--- config.mk ---
export PLATFORM = sky130hd
export DESIGN_NAME = cgs_mul
export DESIGN_NICKNAME = d
export VERILOG_FILES = /design/src/rtl/core/cgs_pkg.sv /design/src/rtl/core/cgs_mul.sv
export SDC_FILE = /design/constraint.sdc
export NUM_CORES = 2
export LEC_CHECK = 0
export ABC_CLOCK_PERIOD_IN_PS = 9020
export BUFFER_PORTS_ARGS = -buffer_cell sky130_fd_sc_hd__buf_4
export CAP_MARGIN = 20
export CORE_MARGIN = 8
export CORE_UTILIZATION = 40
export DETAILED_ROUTE_END_ITERATION = 6
export HOLD_SLACK_MARGIN = 0.15
export PLACE_DENSITY = 0.53
export SLEW_MARGIN = 0
export SYNTH_ARGS = -nofsm -noshare
export SYNTH_HDL_FRONTEND = slang
export SYNTH_SLANG_ARGS = --single-unit
--- constraint.sdc ---
create_clock -name clk -period 9.02 [get_ports clk]
set_input_delay 0.451 -clock clk [delete_from_list [all_inputs] [get_ports clk]]
set_output_delay 0.451 -clock clk [all_outputs]
set_load 0.03 [all_outputs]
--- src/rtl/core/cgs_pkg.sv ---
// ----------------------------------------------------------------------------
// cgs_pkg
// Shared types, constants and fixed-point helpers for the conjugate gradient
// step block.
// ----------------------------------------------------------------------------
package cgs_pkg;

  localparam int unsigned DW        = 32;
  localparam int unsigned OPW       = DW + 1;
  localparam int unsigned PW        = 2 * DW;
  localparam int unsigned CNTW      = 7;
  localparam int unsigned MAX_LEN_D = 64;
  localparam int unsigned DIVW      = PW + 16;
  localparam logic [DW-1:0] STEP_RESET = 32'h0000_8000;
  localparam logic [2:0]    ADDR_STEP  = 3'd0;

  typedef enum logic [10:0] {
    S_IDLE = 11'b000_0000_0001,
    S_MULN = 11'b000_0000_0010,
    S_ACCN = 11'b000_0000_0100,
    S_ACCD = 11'b000_0000_1000,
    S_BETA = 11'b000_0001_0000,
    S_DIV  = 11'b000_0010_0000,
    S_ERD  = 11'b000_0100_0000,
    S_EMB  = 11'b000_1000_0000,
    S_ED   = 11'b001_0000_0000,
    S_EMS  = 11'b010_0000_0000,
    S_EP   = 11'b100_0000_0000
  } state_t;

  // Q32.32 to Q16.16, round half up (arithmetic shift is a floor)
  function automatic logic signed [PW-17:0] rnd_q16(input logic signed [PW-1:0] p);
    logic signed [PW-1:0] s;
    s = p + 64'sd32768;
    return s[PW-1:16];
  endfunction

  function automatic logic signed [DW-1:0] sat32(input logic signed [PW-15:0] v);
    logic signed [DW-1:0] r;
    if (v > 50'sd2147483647) r = 32'sh7fff_ffff;
    else if (v < -50'sd2147483648) r = 32'sh8000_0000;
    else r = v[DW-1:0];
    return r;
  endfunction

  function automatic logic signed [PW-1:0] sat_add64(input logic signed [PW-1:0] a,
                                                     input logic signed [PW-1:0] b);
    logic signed [PW-1:0] s;
    s = a + b;
    if (a[PW-1] == b[PW-1] && s[PW-1] != a[PW-1])
      s = b[PW-1] ? {1'b1, {(PW-1){1'b0}}} : {1'b0, {(PW-1){1'b1}}};
    return s;
  endfunction

endpackage

--- src/rtl/core/cgs_mul.sv ---
// ----------------------------------------------------------------------------
// cgs_mul
// Shared signed multiplier with a registered product.
// ----------------------------------------------------------------------------
module cgs_mul (
  input  logic                              clk,
  input  logic signed [cgs_pkg::OPW-1:0]    op_a,
  input  logic signed [cgs_pkg::OPW-1:0]    op_b,
  output logic signed [cgs_pkg::PW-1:0]     prod
);
  import cgs_pkg::*;

  logic signed [2*OPW-1:0] full;
  logic signed [PW-1:0]    prod_r;

  // all operand pairs used here keep the product inside 64 bits
  assign full = op_a * op_b;

  always_ff @(posedge clk) begin
    prod_r <= full[PW-1:0];
  end

  assign prod = prod_r;
endmodule

### After elaboration in Yosys (flattened, before gate mapping)

Cells that the tools add are included.
W data, S select, Z words.

* bits in registers: 64
* bits of input ports: 67
* output and inout port bits: 64
* word-level logic and storage cells: 2

* $mul: 1

Operator list (number)
* $mul A33 B33 Y64: 1

### Longest topological paths before layout

* depth after elaboration: 1
* mapped depth: 28
* mapped depth without buffers: 26

### Least setup slack after synthesis

Ideal clock, no wire load.

* kind: input-to-reg
* start point: input port op_a[32] (netlist bit)
* end point: register prod_r[63], in the netlist prod[63]
* setup time: 0.072 ns
* arrival: 7.643 ns
* required time: 8.948 ns
* setup slack: 1.305 ns
* stages: 24
* buffers on the path: 1
* path through: clkbuf_1 > nand2_1 > inv_1 > fa_1 > fa_1 > fa_1 > inv_1 > fa_1 > inv_1 > fa_1 > fa_1 > fa_1 > inv_1 > fa_1 > inv_1 > ha_1 > a21o_1 > a21o_1 > a21oi_1 > nand2_1 > o31ai_1 > o211ai_1 > a21oi_1 > xnor2_1

* cells in the longest elaborated chain, start to end: 1

RTL lines
* start, declared: line cgs_mul.sv:7 `input logic signed [cgs_pkg::OPW-1:0] op_a,`
* $mul A33 B33 Y64: line cgs_mul.sv:17 `assign full = op_a * op_b;`
* net full[63]: line cgs_mul.sv:13 `logic signed [2*OPW-1:0] full;`
* end signal, assigned: line cgs_mul.sv:20 `prod_r <= full[PW-1:0];`
* end, declared: line cgs_mul.sv:14 `logic signed [PW-1:0] prod_r;`

The timed path passes the listed nets, and every way through them passes these cells.

### Worst setup path after layout

* start point: input port op_b[7] (netlist bit)
* end point: register prod_r[60], in the netlist prod[60]

* cells in the longest elaborated chain, start to end: 1

RTL lines
* start, declared: line cgs_mul.sv:8 `input logic signed [cgs_pkg::OPW-1:0] op_b,`
* $mul A33 B33 Y64: line cgs_mul.sv:17
* net full[60]: line cgs_mul.sv:13

The timed path passes the listed nets, and every way through them passes these cells.

==> flow_summary.yaml <==
placement:
  place.gp.congestion: 0.855
  io_buffers: 130
  place_inst: 5423
  dp_worst_setup_slack_ps: 755
  hpwl_um: 93500
  placed_area_um2: 41500
finish:
  syn_to_final_growth_pct: 5.64
  nets: 5552
  final_cells: 5444
  largest_reg_flops: 64
  final_area_um2: 41800
  drive_gt1_share_pct: 4.21
synthesis:
  postSynthAreaPerCell_um2: 9.40
  syn-instance-count: 4207
  ys.flop_type: "dfxtp_1"
  async_reset_ff_share_pct: 0
  synth_area_leaders: "fa_1 57%, inv_1 10%, and2_1 8.7%"
  ys_types: 57
  netlist.area_leader.share_pct: 57.0
  synthMostInstantiatedCell: "fa_1"
  netlist_area_um2: 39500
  synthTopCellsByCount: "1,125 x fa_1, 1,086 x inv_1, 548 x and2_1, 547 x nand2_1, 222 x clkbuf_1"
  ys_seq_area_share_pct: 3.24
  yosys.area.top_type: "fa_1"
  yosysWarnings: 0
  synth_seq_cells: 64
  synth-edff-count: 0
  synth_nets: 5611
sta:
  tns_ps: 0
  final_max_slew_viol_count: 0
  fmax_mhz: 127
  setup_viol: 0
  fin_ws_ps: 1120
  slew_headroom_pct: 55.7
  worst_slew_pin_slew_ps: 657
  period_share_pct: 87.6
  rsz0062_at_grt: "false"
  hold_viol_final: 0
  period_minus_slack_ps: 7900
setup_path:
  startpoint: "op_b[7]"
  startpoint_type: "input pin"
  path_buf_inv: 9
  slowest_delay_ps: 530
  path_delay_family: "adder cells"
  critPathRequiredTime_ps: 9290
  cp.arrival_ps: 8170
  crit_type: "input pin to flip-flop"
  crit_fanout: 33
  crit_top_cell: "fa_1"
  slowest_stage: "fa_1"
  endpoint_kind: "flip-flop"
run_status:
  status: "completed"
routing:
  drt-total-wl_um: 115000
  viasPerCell: 5.01
  ant_nets: 0
  drc: 0
  first_iter_violations: 1233
  routedWlPerCell_um: 21.1
  firstDrtPassIters: 5
  routed-via-count: 27300
clock_tree:
  ctsHoldBuffers: 0
  cts.sinks: 64
  root_buffer: "clkbuf_16"
  ctsHtreeMaxLevel: 3
  cts_tree: "done"
  post_cts_buffers: 0
  cts_made_buffers: 9
  clockBufferDepth: 2
  cts_resized: 0
  cts.reportedPaths.clkPinSlew_ps: 60
floorplanning:
  die_area_um2: 109000
  initial_core_util_pct: 40.3
  chipHeight_um: 330
  die_w_um: 330
  ios: 131
  core.rowCount: 115
  coreArea_um2: 98100
job:
  cap_violations: 0
min_path:
  min_to: "prod[0]"
  worstHoldPathCells: 2
  hold_path_class: "input pin to flip-flop"
  hp-start: "op_b[0]"
global_routing:
  grt_pass1_vias: 31400
  grt_pass1_wl_um: 182000
  grt_usage_pct: 21.9
  grt_max_degree: 35
  grt_antenna_before_repair: 4
  grt.overflow.total: 0
-- routing by layer --
layer / vias up / GRT usage, % / share of wire (%)
met1: 14700 / 25.4 / 38
met2: 562 / 41.2 / 54
met5: - / 0 / 0.0078
met3: 210 / 2.09 / 3.0
met4: 2 / 9.22 / 5.1
li1: 11800 / - / -
-- kinds of logic (layout without fill, tap and decap cells) --
family / Yosys count / count (layout) / synth area share, %
mux: 1 / 1 / 0.0253
buf+inv: 1308 / 1254 / 12.4
simple gates: 1221 / 1221 / 15.7
fa+ha+maj: 1337 / 1337 / 63.7
flops: 64 / 64 / 3.24
other cells: 0 / 4 / 0
xor+xnor: 76 / 76 / 1.68
compound gates: 200 / 200 / 3.25
-- how the worst max path moves through the flow --
stage                     endpoint  slack [ps]  cells past startpoint
after floorplan           prod[63]        1300                     24
after global placement    prod[63]         830                     27
after detailed placement  prod[60]         750                     24
after CTS                 prod[60]        1130                     25
after global routing      prod[63]         580                     26
final                     prod[60]        1120                     26
-- cell type report --
class	instances	area, µm²
clock buffer	11	243
multi-input combinational	2835	33400
tap	1287	1610
antenna	4	10.0
inverter	1086	4080
sequential	64	1280
timing repair buffer	152	1160
fill	9834	56400
clock inverter	5	42.5
-- cells in the final DEF (no fill, tap or decap), types with 21 or more instances in the layout --
| cell type | instances |
|---|---|
| ha_1 | 212 |
| and2_1 | 548 |
| fa_1 | 1125 |
| inv_1 | 1086 |
| nor2b_1 | 32 |
| xnor2_1 | 55 |
| xor2_1 | 21 |
| a21oi_1 | 69 |
| o21ai_0 | 29 |
| dfxtp_1 | 64 |
| nand2_1 | 547 |
| buf_4 | 151 |
-- metrics by stage --
stage	hold WS (ps)	util (%)
finish	599	42.6
global route	592	42.6
CTS	586	42.5
detailed placement	882	42.2
global placement	881	42.2
floorplan	578	-
Power is not shown: default switching activity piles up to over one toggle a cycle in this logic, so the estimate is an artifact.
